### src/msoc_pkg.sv
// Shared types and constants of the SAR offset calibration unit.
package msoc_pkg;

   localparam int MAX_CHANNELS_DEFAULT = 64;

   localparam int CODE_W  = 5;
   localparam int CH_W    = 6;
   localparam int ROW_W   = 4;
   localparam int RAW_W   = 32;
   localparam int FUNC_W  = 2;
   localparam int BITS_W  = 3;
   localparam int CNT7_W  = 7;
   localparam int ROWS_W  = 5;
   localparam int CSR_IDX_W = 2;
   localparam int CSR_DAT_W = 32;

   localparam int REQ_DATA_W = 48;
   localparam int RSP_DATA_W = 16;

   localparam logic [BITS_W-1:0] CODE_BITS_RESET     = 3'd4;
   localparam logic [CNT7_W-1:0] CHANNEL_COUNT_RESET = 7'd64;
   localparam logic [RAW_W-1:0]  THRESHOLD_RESET     = 32'd2048;
   localparam logic [ROWS_W-1:0] ROWS_SEARCHED_RESET = 5'd1;
   localparam logic [BITS_W-1:0] CODE_BITS_MAX       = 3'd5;

   typedef enum logic [FUNC_W-1:0] {
      FUNC_START  = 2'd0,
      FUNC_SAMPLE = 2'd1,
      FUNC_FRAME  = 2'd2,
      FUNC_NONE   = 2'd3
   } func_type;

   typedef enum logic [CSR_IDX_W-1:0] {
      CSR_CODE_BITS     = 2'd0,
      CSR_CHANNEL_COUNT = 2'd1,
      CSR_THRESHOLD     = 2'd2,
      CSR_ROWS_SEARCHED = 2'd3
   } csr_index_type;

   // Control handed to the code update unit for one channel
   typedef struct packed {
      logic              is_start;
      logic              active;
      logic              hit;
      logic [CODE_W-1:0] trial;
   } step_ctl_type;

endpackage

### src/multichannel_sar_offset_calibration_unit.sv
// Top level of the multichannel SAR offset calibration unit.
//
//  channel | ports              | payload (low bit first)
//  --------+--------------------+------------------------------------------
//  req     | req_t{valid,ready} | tuser: func; tdata: channel, row, raw
//  rsp     | rsp_t{valid,ready} | tuser: final_res; tdata: out_channel, code;
//          |                    | tlast: last
//  csr     | csr_{valid,ready}  | csr_index, csr_data
//
// Samples are absorbed in ST_IDLE and leave req_tready high.
// Start sweeps every code entry: active channels pass ST_RD, ST_UPD, ST_OUT,
// inactive ones ST_RD, ST_UPD. End of frame sweeps only the active channels. A
// sweep runs through the single code RAM read port and the update unit, one
// channel at a time; req_tready stays low until it ends; rsp stalls hold it.
// Reset is synchronous, active high; the code RAM needs no clearing.
module multichannel_sar_offset_calibration_unit
   import msoc_pkg::*;
#(
   parameter int MAX_CHANNELS = MAX_CHANNELS_DEFAULT
) (
   input  logic                  clock,
   input  logic                  reset,
   // input stream
   input  logic                  req_tvalid,
   output logic                  req_tready,
   input  logic [REQ_DATA_W-1:0] req_tdata,   // channel[5:0], row[9:6], raw[41:10]
   input  logic [FUNC_W-1:0]     req_tuser,   // func[1:0]
   // result stream
   output logic                  rsp_tvalid,
   input  logic                  rsp_tready,
   output logic [RSP_DATA_W-1:0] rsp_tdata,   // out_channel[5:0], code[10:6]
   output logic                  rsp_tuser,   // final_res
   output logic                  rsp_tlast,
   // register writes
   input  logic                  csr_valid,
   output logic                  csr_ready,
   input  logic [CSR_IDX_W-1:0]  csr_index,
   input  logic [CSR_DAT_W-1:0]  csr_data
);

   localparam int ADDR_W = (MAX_CHANNELS > 1) ? $clog2(MAX_CHANNELS) : 1;
   localparam int CNT_W  = $clog2(MAX_CHANNELS + 1);

   typedef enum logic [3:0] {
      ST_IDLE = 4'b0001,
      ST_RD   = 4'b0010,
      ST_UPD  = 4'b0100,
      ST_OUT  = 4'b1000
   } state_type;

   state_type state_ff, state_in;

   // configuration
   logic [BITS_W-1:0] code_bits_ff;
   logic [CNT7_W-1:0] channel_count_ff;
   logic [RAW_W-1:0]  threshold_ff;
   logic [ROWS_W-1:0] rows_searched_ff;

   // search state
   logic [CODE_W-1:0]       trial_bit_ff, trial_bit_in;
   logic                    searching_ff, searching_in;
   logic [MAX_CHANNELS-1:0] hit_ff, hit_in;

   // sweep control, latched per transaction
   logic [CNT_W-1:0]  cnt_ff, cnt_in;
   logic [CNT_W-1:0]  n_ff, n_in;
   logic              op_start_ff, op_start_in;
   logic              op_final_ff, op_final_in;
   logic [CODE_W-1:0] op_trial_ff, op_trial_in;

   // output register
   logic              rsp_valid_ff, rsp_valid_in;
   logic [CH_W-1:0]   rsp_chan_ff, rsp_chan_in;
   logic [CODE_W-1:0] rsp_code_ff, rsp_code_in;
   logic              rsp_final_ff, rsp_final_in;
   logic              rsp_last_ff, rsp_last_in;

   // input fields
   func_type          req_func;
   logic [CH_W-1:0]   req_channel;
   logic [ROW_W-1:0]  req_row;
   logic [RAW_W-1:0]  req_raw;

   logic              req_fire;
   logic [CNT_W-1:0]  n_eff;
   logic [BITS_W-1:0] bits_eff;
   logic [CODE_W-1:0] start_trial;
   logic [CODE_W-1:0] frame_next;
   logic              sample_hit;
   logic              chan_active;
   logic              chan_done;
   logic [CNT_W-1:0]  sweep_limit;

   step_ctl_type      step_ctl;
   logic [CODE_W-1:0] ram_rd_data;
   logic [CODE_W-1:0] step_code;
   logic              ram_wr_en;

   assign req_func    = func_type'(req_tuser);
   assign req_channel = req_tdata[CH_W-1:0];
   assign req_row     = req_tdata[CH_W +: ROW_W];
   assign req_raw     = req_tdata[CH_W+ROW_W +: RAW_W];

   assign req_tready = (state_ff == ST_IDLE);
   assign req_fire   = req_tvalid && req_tready;
   assign csr_ready  = 1'b1;

   // Effective channel count and code width under the current registers
   always_comb begin
      if (channel_count_ff == '0) begin
         n_eff = CNT_W'(1);
      end else if (channel_count_ff > CNT7_W'(MAX_CHANNELS)) begin
         n_eff = CNT_W'(MAX_CHANNELS);
      end else begin
         n_eff = CNT_W'(channel_count_ff);
      end

      if (code_bits_ff == '0) begin
         bits_eff = BITS_W'(1);
      end else if (code_bits_ff > CODE_BITS_MAX) begin
         bits_eff = CODE_BITS_MAX;
      end else begin
         bits_eff = code_bits_ff;
      end
   end

   assign start_trial = CODE_W'(1) << (bits_eff - BITS_W'(1));
   assign frame_next  = trial_bit_ff >> 1;

   assign sample_hit = searching_ff
                    && (CNT_W'(req_channel) < n_eff)
                    && ({1'b0, req_row} < rows_searched_ff)
                    && (req_raw <= threshold_ff);

   // Start walks the whole store so stale codes above the count become zero
   assign sweep_limit = op_start_ff ? CNT_W'(MAX_CHANNELS) : n_ff;
   assign chan_active = (cnt_ff < n_ff);
   assign chan_done   = (cnt_ff == (sweep_limit - CNT_W'(1)));

   assign step_ctl.is_start = op_start_ff;
   assign step_ctl.active   = chan_active;
   assign step_ctl.hit      = hit_ff[cnt_ff[ADDR_W-1:0]];
   assign step_ctl.trial    = op_trial_ff;

   assign ram_wr_en = (state_ff == ST_UPD);

   msoc_code_ram #(
      .DEPTH  (MAX_CHANNELS),
      .ADDR_W (ADDR_W)
   ) u_code_ram (
      .clock   (clock),
      .wr_en   (ram_wr_en),
      .wr_addr (cnt_ff[ADDR_W-1:0]),
      .wr_data (step_code),
      .rd_addr (cnt_ff[ADDR_W-1:0]),
      .rd_data (ram_rd_data)
   );

   msoc_step_unit u_step (
      .ctl      (step_ctl),
      .code_in  (ram_rd_data),
      .code_out (step_code)
   );

   // Sequencer
   always_comb begin
      state_in     = state_ff;
      trial_bit_in = trial_bit_ff;
      searching_in = searching_ff;
      hit_in       = hit_ff;
      cnt_in       = cnt_ff;
      n_in         = n_ff;
      op_start_in  = op_start_ff;
      op_final_in  = op_final_ff;
      op_trial_in  = op_trial_ff;
      rsp_valid_in = rsp_valid_ff;
      rsp_chan_in  = rsp_chan_ff;
      rsp_code_in  = rsp_code_ff;
      rsp_final_in = rsp_final_ff;
      rsp_last_in  = rsp_last_ff;

      unique case (state_ff)
         ST_IDLE: begin
            if (req_fire) begin
               unique case (req_func)
                  FUNC_START: begin
                     trial_bit_in = start_trial;
                     searching_in = 1'b1;
                     hit_in       = '0;
                     cnt_in       = '0;
                     n_in         = n_eff;
                     op_start_in  = 1'b1;
                     op_final_in  = 1'b0;
                     op_trial_in  = start_trial;
                     state_in     = ST_RD;
                  end
                  FUNC_SAMPLE: begin
                     if (sample_hit) begin
                        hit_in[req_channel[ADDR_W-1:0]] = 1'b1;
                     end
                  end
                  FUNC_FRAME: begin
                     if (searching_ff) begin
                        trial_bit_in = frame_next;
                        searching_in = (frame_next != '0);
                        cnt_in       = '0;
                        n_in         = n_eff;
                        op_start_in  = 1'b0;
                        op_final_in  = (frame_next == '0);
                        op_trial_in  = trial_bit_ff;
                        state_in     = ST_RD;
                     end
                  end
                  FUNC_NONE: begin
                  end
                  default: begin
                  end
               endcase
            end
         end
         ST_RD: begin
            // RAM read data lands at the end of this cycle
            state_in = ST_UPD;
         end
         ST_UPD: begin
            if (chan_active) begin
               rsp_valid_in = 1'b1;
               rsp_chan_in  = CH_W'(cnt_ff);
               rsp_code_in  = step_code;
               rsp_final_in = op_final_ff;
               rsp_last_in  = (cnt_ff == (n_ff - CNT_W'(1)));
               state_in     = ST_OUT;
            end else if (chan_done) begin
               state_in = ST_IDLE;
            end else begin
               cnt_in   = cnt_ff + CNT_W'(1);
               state_in = ST_RD;
            end
         end
         ST_OUT: begin
            if (rsp_tready) begin
               rsp_valid_in = 1'b0;
               if (chan_done) begin
                  if (!op_start_ff) begin
                     hit_in = '0;
                  end
                  state_in = ST_IDLE;
               end else begin
                  cnt_in   = cnt_ff + CNT_W'(1);
                  state_in = ST_RD;
               end
            end
         end
         default: begin
            state_in = ST_IDLE;
         end
      endcase
   end

   always_ff @(posedge clock) begin
      if (reset) begin
         state_ff         <= ST_IDLE;
         code_bits_ff     <= CODE_BITS_RESET;
         channel_count_ff <= CHANNEL_COUNT_RESET;
         threshold_ff     <= THRESHOLD_RESET;
         rows_searched_ff <= ROWS_SEARCHED_RESET;
         trial_bit_ff     <= '0;
         searching_ff     <= 1'b0;
         hit_ff           <= '0;
         cnt_ff           <= '0;
         op_start_ff      <= 1'b0;
         rsp_valid_ff     <= 1'b0;
      end else begin
         state_ff     <= state_in;
         trial_bit_ff <= trial_bit_in;
         searching_ff <= searching_in;
         hit_ff       <= hit_in;
         cnt_ff       <= cnt_in;
         op_start_ff  <= op_start_in;
         rsp_valid_ff <= rsp_valid_in;
         if (csr_valid && csr_ready) begin
            unique case (csr_index_type'(csr_index))
               CSR_CODE_BITS:     code_bits_ff     <= csr_data[BITS_W-1:0];
               CSR_CHANNEL_COUNT: channel_count_ff <= csr_data[CNT7_W-1:0];
               CSR_THRESHOLD:     threshold_ff     <= csr_data[RAW_W-1:0];
               CSR_ROWS_SEARCHED: rows_searched_ff <= csr_data[ROWS_W-1:0];
               default: begin
               end
            endcase
         end
      end
   end

   // payload registers
   always_ff @(posedge clock) begin
      n_ff         <= n_in;
      op_final_ff  <= op_final_in;
      op_trial_ff  <= op_trial_in;
      rsp_chan_ff  <= rsp_chan_in;
      rsp_code_ff  <= rsp_code_in;
      rsp_final_ff <= rsp_final_in;
      rsp_last_ff  <= rsp_last_in;
   end

   assign rsp_tvalid = rsp_valid_ff;
   assign rsp_tdata  = {{(RSP_DATA_W-CH_W-CODE_W){1'b0}}, rsp_code_ff, rsp_chan_ff};
   assign rsp_tuser  = rsp_final_ff;
   assign rsp_tlast  = rsp_last_ff;

endmodule

### src/msoc_code_ram.sv
// Per-channel code store, one write and one registered read port.
module msoc_code_ram
   import msoc_pkg::*;
#(
   parameter int DEPTH  = MAX_CHANNELS_DEFAULT,
   parameter int ADDR_W = (DEPTH > 1) ? $clog2(DEPTH) : 1
) (
   input  logic              clock,
   input  logic              wr_en,
   input  logic [ADDR_W-1:0] wr_addr,
   input  logic [CODE_W-1:0] wr_data,
   input  logic [ADDR_W-1:0] rd_addr,
   output logic [CODE_W-1:0] rd_data
);

   logic [CODE_W-1:0] mem [DEPTH];
   logic [CODE_W-1:0] rd_data_ff;

   always_ff @(posedge clock) begin
      if (wr_en) begin
         mem[wr_addr] <= wr_data;
      end
      rd_data_ff <= mem[rd_addr];
   end

   assign rd_data = rd_data_ff;

endmodule

### src/msoc_step_unit.sv
// Shared code update unit: start seeding and trial-bit decision per channel.
module msoc_step_unit
   import msoc_pkg::*;
(
   input  step_ctl_type      ctl,
   input  logic [CODE_W-1:0] code_in,
   output logic [CODE_W-1:0] code_out
);

   logic [CODE_W-1:0] kept;
   logic [CODE_W-1:0] next_trial;

   always_comb begin
      next_trial = ctl.trial >> 1;
      kept       = ctl.hit ? (code_in & ~ctl.trial) : code_in;
      if (ctl.is_start) begin
         code_out = ctl.active ? ctl.trial : '0;
      end else begin
         // next_trial is zero after the lowest bit, leaving the final code
         code_out = kept | next_trial;
      end
   end

endmodule

### config.mk
export PLATFORM = sky130hd
export DESIGN_NAME = multichannel_sar_offset_calibration_unit
export DESIGN_NICKNAME = d
export VERILOG_FILES = /design/src/msoc_pkg.sv /design/src/multichannel_sar_offset_calibration_unit.sv /design/src/msoc_code_ram.sv /design/src/msoc_step_unit.sv
export SDC_FILE = /design/constraint.sdc
export NUM_CORES = 1
export LEC_CHECK = 0
export BUFFER_PORTS_ARGS = -buffer_cell sky130_fd_sc_hd__buf_2
export CORE_UTILIZATION = 30
export CTS_CLUSTER_SIZE = 40
export DETAILED_ROUTE_END_ITERATION = 7
export PLACE_DENSITY = 0.52
export SLEW_MARGIN = 0
export SYNTH_ARGS = -nofsm -noshare
export SYNTH_HDL_FRONTEND = slang
export SYNTH_SLANG_ARGS = --single-unit
### constraint.sdc
create_clock -name clock -period 9.6 [get_ports clock]
set_input_delay 1.92 -clock clock [delete_from_list [all_inputs] [get_ports clock]]
set_output_delay 1.92 -clock clock [all_outputs]
set_load 0.1 [all_outputs]
**Word-level counts from Yosys, hierarchy flattened**

Memories as Yosys holds them, arrays and structs flattened. A register that Yosys moved wholly into a read port is not among the register bits.
Cells that the tools add are included.

- Bits of input ports: 89
- Logic and storage cells: 135
- Bits in writable memories: 320
- Register bits after elaboration: 156
- Memories: 1

- $add $sub $neg: 4
- Shift operators: 1
- Equality and inequality tests: 22
- Magnitude comparators: 9
- Muxes and demuxes: 50
- Reductions and logical operators: 26
- Bitwise gates (word level): 4

Memory list:

| memory | words | bits a word | read ports | clocked after Yosys merged registers in | wr ports | line | text |
|---|---|---|---|---|---|---|---|
| u_code_ram.mem | 64 | 5 | 1 | 1 | 1 | msoc_code_ram.sv:16 | `logic [CODE_W-1:0] mem [DEPTH];` |

Operator list:

| operator | number |
|---|---|
| 64-bit two-way mux | 5 |
| 64-bit one-hot mux with 2 select lines | 2 |
| 64-bit bitwise OR | 1 |
| 7-bit two-way mux | 9 |
| 32-bit less-or-equal comparator | 1 |
| 7-bit one-hot mux with 2 select lines | 2 |
| 5-bit two-way mux | 5 |
| 7-bit one-hot mux with 3 select lines | 1 |
| 5-bit one-hot mux with 2 select lines | 2 |
| 4-bit two-way mux | 4 |
| 4-bit one-hot mux with 4 select lines | 1 |
| 7-bit equality test | 2 |
| 6-bit by 7-bit less-than comparator with 1-bit output (second input constant) | 2 |
| 7-bit by 1-bit subtractor with 7-bit output (second input constant) | 2 |
| 2-bit inequality test (second input constant) | 6 |
| 2-bit AND reduction | 5 |
| 1-bit two-way mux | 9 |
| 1-bit one-hot mux with 2 select lines | 4 |
| 4-bit one-hot mux with 2 select lines | 1 |
| 4-bit AND reduction | 2 |
| 7-bit by 1-bit adder with 7-bit output (second input constant) | 1 |
| 7-bit > comparator (second input constant) | 1 |
| 7-bit logical NOT | 1 |
| 6-bit by 7-bit less-than comparator with 1-bit output | 1 |
| 32 further kinds | 46 |

**Longest topological paths before layout**

- Depth in word-level cells: 11
- Mapped depth: 13
- Gate-level depth less buffers: 11

**Hierarchy**

Synthesis repeated with hierarchy kept, for this count alone.

- Cells, all modules: 1602
- Area total of the unflattened synthesis: 21336.7 µm²

Modules (own cells, without submodules):

| module | cells an instance | seq. area each (µm²) | area each (µm²) | times used |
|---|---|---|---|---|
| msoc_code_ram | 627 | 9709.3 | 12778.5 | 1 |
| multichannel_sar_offset_calibration_unit | 955 | 3383.2 | 8430.6 | 1 |
| msoc_step_unit | 20 | 0.0 | 127.6 | 1 |

**Worst setup path before layout**

No wires, ideal clock.

- Kind: input to register
- Start point: in req_tdata[21]
- End point: reg hit_ff[16]
- Path buffers: 1
- Arrival time: 3969 ps
- Path slack: 5574 ps
- Library setup time: 58 ps
- Cell stages on the path: 10
- Cell sequence: ha_1 -> a21oi_1 -> o21ai_0 -> a221o_1 -> a211o_1 -> a32oi_2 -> nand4b_4 -> buf_6 -> nor3_1 -> o21a_1

- Word-level cells in the longest chain between the ends: 4

RTL lines:

| element | line | text |
|---|---|---|
| start, declared | multichannel_sar_offset_calibration_unit.sv:26 | `input logic [REQ_DATA_W-1:0] req_tdata,` |
| 32-bit less-or-equal comparator | multichannel_sar_offset_calibration_unit.sv:133 | `&& (req_raw <= threshold_ff);` |
| 1-bit logical AND | multichannel_sar_offset_calibration_unit.sv:133 |  |
| 3-bit inequality test (no line) | n/a |  |
| 7-bit AND reduction (no line) | n/a |  |
| end signal, assigned | multichannel_sar_offset_calibration_unit.sv:277 | `hit_ff <= hit_in;` |
| end, declared | multichannel_sar_offset_calibration_unit.sv:62 | `logic [MAX_CHANNELS-1:0] hit_ff, hit_in;` |

Every way passes these cells.
A chain may end at the register's enable or synchronous reset.

**Final worst setup path**

- Start point: in req_tdata[21]
- End point: reg hit_ff[14]

The elaborated chain is that of the path after synthesis.

==> impl_metrics.csv <==
group,metric,value,unit
synth,ys.flop_type,"edfxtp_1",
pwr,p_per_area,197,nW/um^2
floorplanning,rows,94,
global_routing,grt_usage,0.154,
cts,cts_setup_buffers,0,
synth,syn-cell-area,20300,um^2
global_routing,grt_max_degree,66,
run_status,run_status,"completed",
synth,synth_edf_count,346,
detailed_routing,dr_total_vias,13400,
synth,netlist_instances,1603,
cts,tritoncts,"done",
worst_setup_path,critical-path-top-delay-family,"compound AO/OA/AOI/OAI gates",
synth,avgSynthCellArea,12.6,um^2
global_routing,grt_busiest_layer,"met2",
detailed_routing,drc,0,
worst_setup_path,crit_path_start_kind,"primary input",
sta,fin_crit,4.31,ns
sta,min_period_over_period,0.449,
cts,path_clk_slew,0.06,ns
cts,post_cts_resized,0,
sta,rsz0062_at_grt,"no",
cts,clock_tree.root_cell,"clkbuf_16",
sta,hold_violations,0,
final_layout,drive_gt1_frac,0.135,
cts,cts_hold_buffers,0,
detailed_routing,ant_nets,0,
worst_setup_path,cp.arrival,4.84,ns
final_layout,nets,1799,
worst_setup_path,crit_path_cell_trace,"buf_2, ha_1, a21oi_1, o21ai_0, a221o_1, a211o_1, a32oi_2, nand4b_4, nor3_1, o21a_1",
detailed_routing,wire_per_inst,20.9,um
worst_setup_path,path_class,"in -> reg",
placed_design,portBuffers,97,
global_routing,grtUsageMet1,0.204,
floorplanning,dieArea,68600,um^2
global_routing,use_met2,0.254,
cts,htreeDepth,2,
final_layout,synthToLayoutAreaGrowth,13.7,%
worst_setup_path,critPathRequiredTime,10.13,ns
sta,tightest_slew,0.934,ns
floorplanning,start_util,0.305,
worst_setup_path,critPathMaxStageDelay,0.56,ns
worst_setup_path,cp.buffers_inverters,1,
placed_design,gp_congestion,0.772,
detailed_routing,drt_wl_total,53500,um
floorplanning,core_area,66300,um^2
sta,drv_slew,0,
global_routing,overflow,0,
synth,yosysWarnings,0,
global_routing,grt_pass1_vias,13200,
flow_run,maxCapViolations,0,
cts,cts.sinks,481,
cts,clkLatencyLatePin,0.61,ns
synth,ys_seq_elements,481,
cts,numCtsBuffers,50,
synth,yosysSeqAreaShare,0.646,
global_routing,grt_pass1_wl,80500,um
floorplanning,die_x,262,um
worst_setup_path,slowest_stage,"nand4b_4",
floorplanning,ios,110,
sta,setup_viol,0,
floorplanning,die_y,262,um
min_path,hold_class,"reg -> reg",
detailed_routing,dr.pass1.iters,6,
sta,max_freq,0.232,GHz
synth,postSynth.asyncResetShare,0,
detailed_routing,vias_per_cell,5.23,
placed_design,dp_hpwl,32000,um
pwr,leakage,0.00751,uW
synth,synth_cell_types,81,
cts,clock_path_buffers,3,
worst_setup_path,cp-end-kind,"register",
global_routing,antenna_found_initial,0,
sta,clock_skew,0.0366,ns
worst_setup_path,crit_fanout,32,
pwr,irDropWorstVdd,128,uV
sta,slew_headroom,0.376,
final_layout,diodes,0,
sta,fin_tns_setup,0,ns
detailed_routing,drtIter0Drc,863,
global_routing,use_met3,0.0289,
sta,finalHoldWorstSlack,0.435,ns
==> routing by layer <==
layer  vias up  part of all wire
li1       6241                 -
met5         -                 0
met4         0             0.023
met1      6682              0.45
met3        82             0.065
met2       407              0.46
==> synth_stat cells (14+ instances only) <==
master | number | share of area
edfxtp_1 | 346 | 0.51
dfxtp_1 | 135 | 0.13
a22oi_1 | 126 | 0.047
nand2_1 | 123 | 0.023
nor2_1 | 113 | 0.021
nor3_1 | 71 | 0.018
o21a_1 | 65 | 0.024
inv_1 | 58 | 0.011
a21oi_1 | 56 | 0.014
clkbuf_1 | 55 | 0.010
ha_1 | 51 | 0.032
a22o_1 | 36 | 0.016
a31oi_1 | 34 | 0.011
a221oi_1 | 33 | 0.014
buf_1 | 22 | 0.0041
buf_2 | 20 | 0.0049
nand3_1 | 17 | 0.0042
xnor2_1 | 16 | 0.0069
a41oi_1 | 15 | 0.0065
nor4_1 | 15 | 0.0046
mux2i_1 | 14 | 0.0069
==> through the flow <==
stage | total power, uW | instance area [um^2] | setup WS (ns) | util | instances
6_report | 4530 | 23000 | 5.29 | 0.347 | 2564
5_1_grt | 4690 | 23000 | 5.05 | 0.347 | 2564
4_1_cts | 4580 | 23000 | 5.28 | 0.347 | 2564
3_5_place_dp | 2710 | 21400 | 4.68 | 0.323 | 2471
3_3_place_gp | 2700 | 21400 | 4.73 | 0.323 | 2471
2_1_floorplan | 2610 | 20300 | 5.57 | - | 1607
==> path summary, 6_finish.rpt <==
kind / from / end / slack, ns / cells after the start
hold reg to reg: op_final_ff$_DFFE_PP_ / rsp_tuser$_DFFE_PP_ / 0.43 / 0
setup / recovery: req_tdata[21] / hit_ff[14]$_SDFFE_PP0P_ / 5.29 / 10
hold / removal: op_final_ff$_DFFE_PP_ / rsp_tuser$_DFFE_PP_ / 0.43 / 0
setup reg to reg: cnt_ff[2]$_SDFFE_PP0P_ / u_code_ram.mem[33][3]$_DFFE_PP_ / 5.48 / 10
==> flip-flops by register name, summed over array words and instances (netlist names) <==
name and flops:
channel_count_ff 7, cnt_ff 7, code_bits_ff 3, hit_ff 64
n_ff 7, op_final_ff 1, op_start_ff 1, op_trial_ff 5
rows_searched_ff 5, rsp_chan_ff 6, rsp_code_ff 5, rsp_tlast 1
rsp_tuser 1, rsp_tvalid 1, searching_ff 1, state_ff 4
threshold_ff 32, trial_bit_ff 5, u_code_ram.mem 320, u_code_ram.rd_data 5
==> report_power, final <==
group          total (uW)  leakage [uW]  switching, uW  internal (uW)
logic                 362       0.00258            255            107
registers            2300       0.00418           29.3           2270
clock network        1870      0.000757            823           1040
==> kinds of logic after synthesis <==
kind of cell / Yosys count / share of synthesized area
other: 2 / 0.000371
AO/OA/AOI/OAI: 433 / 0.160
XOR/XNOR: 17 / 0.00735
buffers and inverters: 173 / 0.0389
adder cells (fa/ha/maj): 51 / 0.0315
multiplexers: 15 / 0.00747
flip-flops: 481 / 0.646
AND/OR/NAND/NOR: 431 / 0.108
==> cells in the final DEF, fill, tap and decap left out, types with 4 or more instances in the layout <==
| cell type | synthesis | routed |
|---|---|---|
| nand2_1 | 123 | 123 |
| a21o_1 | 6 | 6 |
| nor2b_1 | 9 | 9 |
| xnor2_1 | 16 | 16 |
| nor3b_1 | 8 | 6 |
| nor3_2 | 3 | 5 |
| nand2b_1 | 10 | 10 |
| nor4b_1 | 4 | 4 |
| a221oi_1 | 33 | 33 |
| ha_1 | 51 | 51 |
| nand4_1 | 10 | 10 |
| o21a_1 | 65 | 65 |
| inv_1 | 58 | 58 |
| a22oi_1 | 126 | 126 |
| clkinv_2 | 0 | 8 |
| nand3b_1 | 9 | 9 |
| clkbuf_1 | 55 | 12 |
| o31a_2 | 0 | 4 |
| and3_1 | 10 | 9 |
| clkbuf_16 | 0 | 50 |
| a22o_1 | 36 | 36 |
| nor3_1 | 71 | 69 |
| a41oi_1 | 15 | 15 |
| a211o_1 | 4 | 4 |
| nand3_1 | 17 | 17 |
| dfxtp_1 | 135 | 135 |
| o21ai_0 | 13 | 13 |
| a21boi_0 | 4 | 4 |
| a31oi_1 | 34 | 34 |
| clkinv_1 | 0 | 11 |
| edfxtp_1 | 346 | 346 |
| mux2i_1 | 14 | 14 |
| nor4_1 | 15 | 15 |
| buf_2 | 20 | 97 |
| conb_1 | 2 | 6 |
| nor2_1 | 113 | 110 |
| a21oi_1 | 56 | 56 |
| o211ai_1 | 4 | 4 |
| buf_4 | 6 | 18 |
==> cell type report <==
type,instances,area [um^2]
well taps,864,1080
flip-flops and latches,481,13100
multi-input cells,953,6440
repair buffers,115,621
fillers,6501,43300
inverters,58,218
clock buffers,65,1340
clock inverters,28,238
Power figures use the tool's default switching activity.
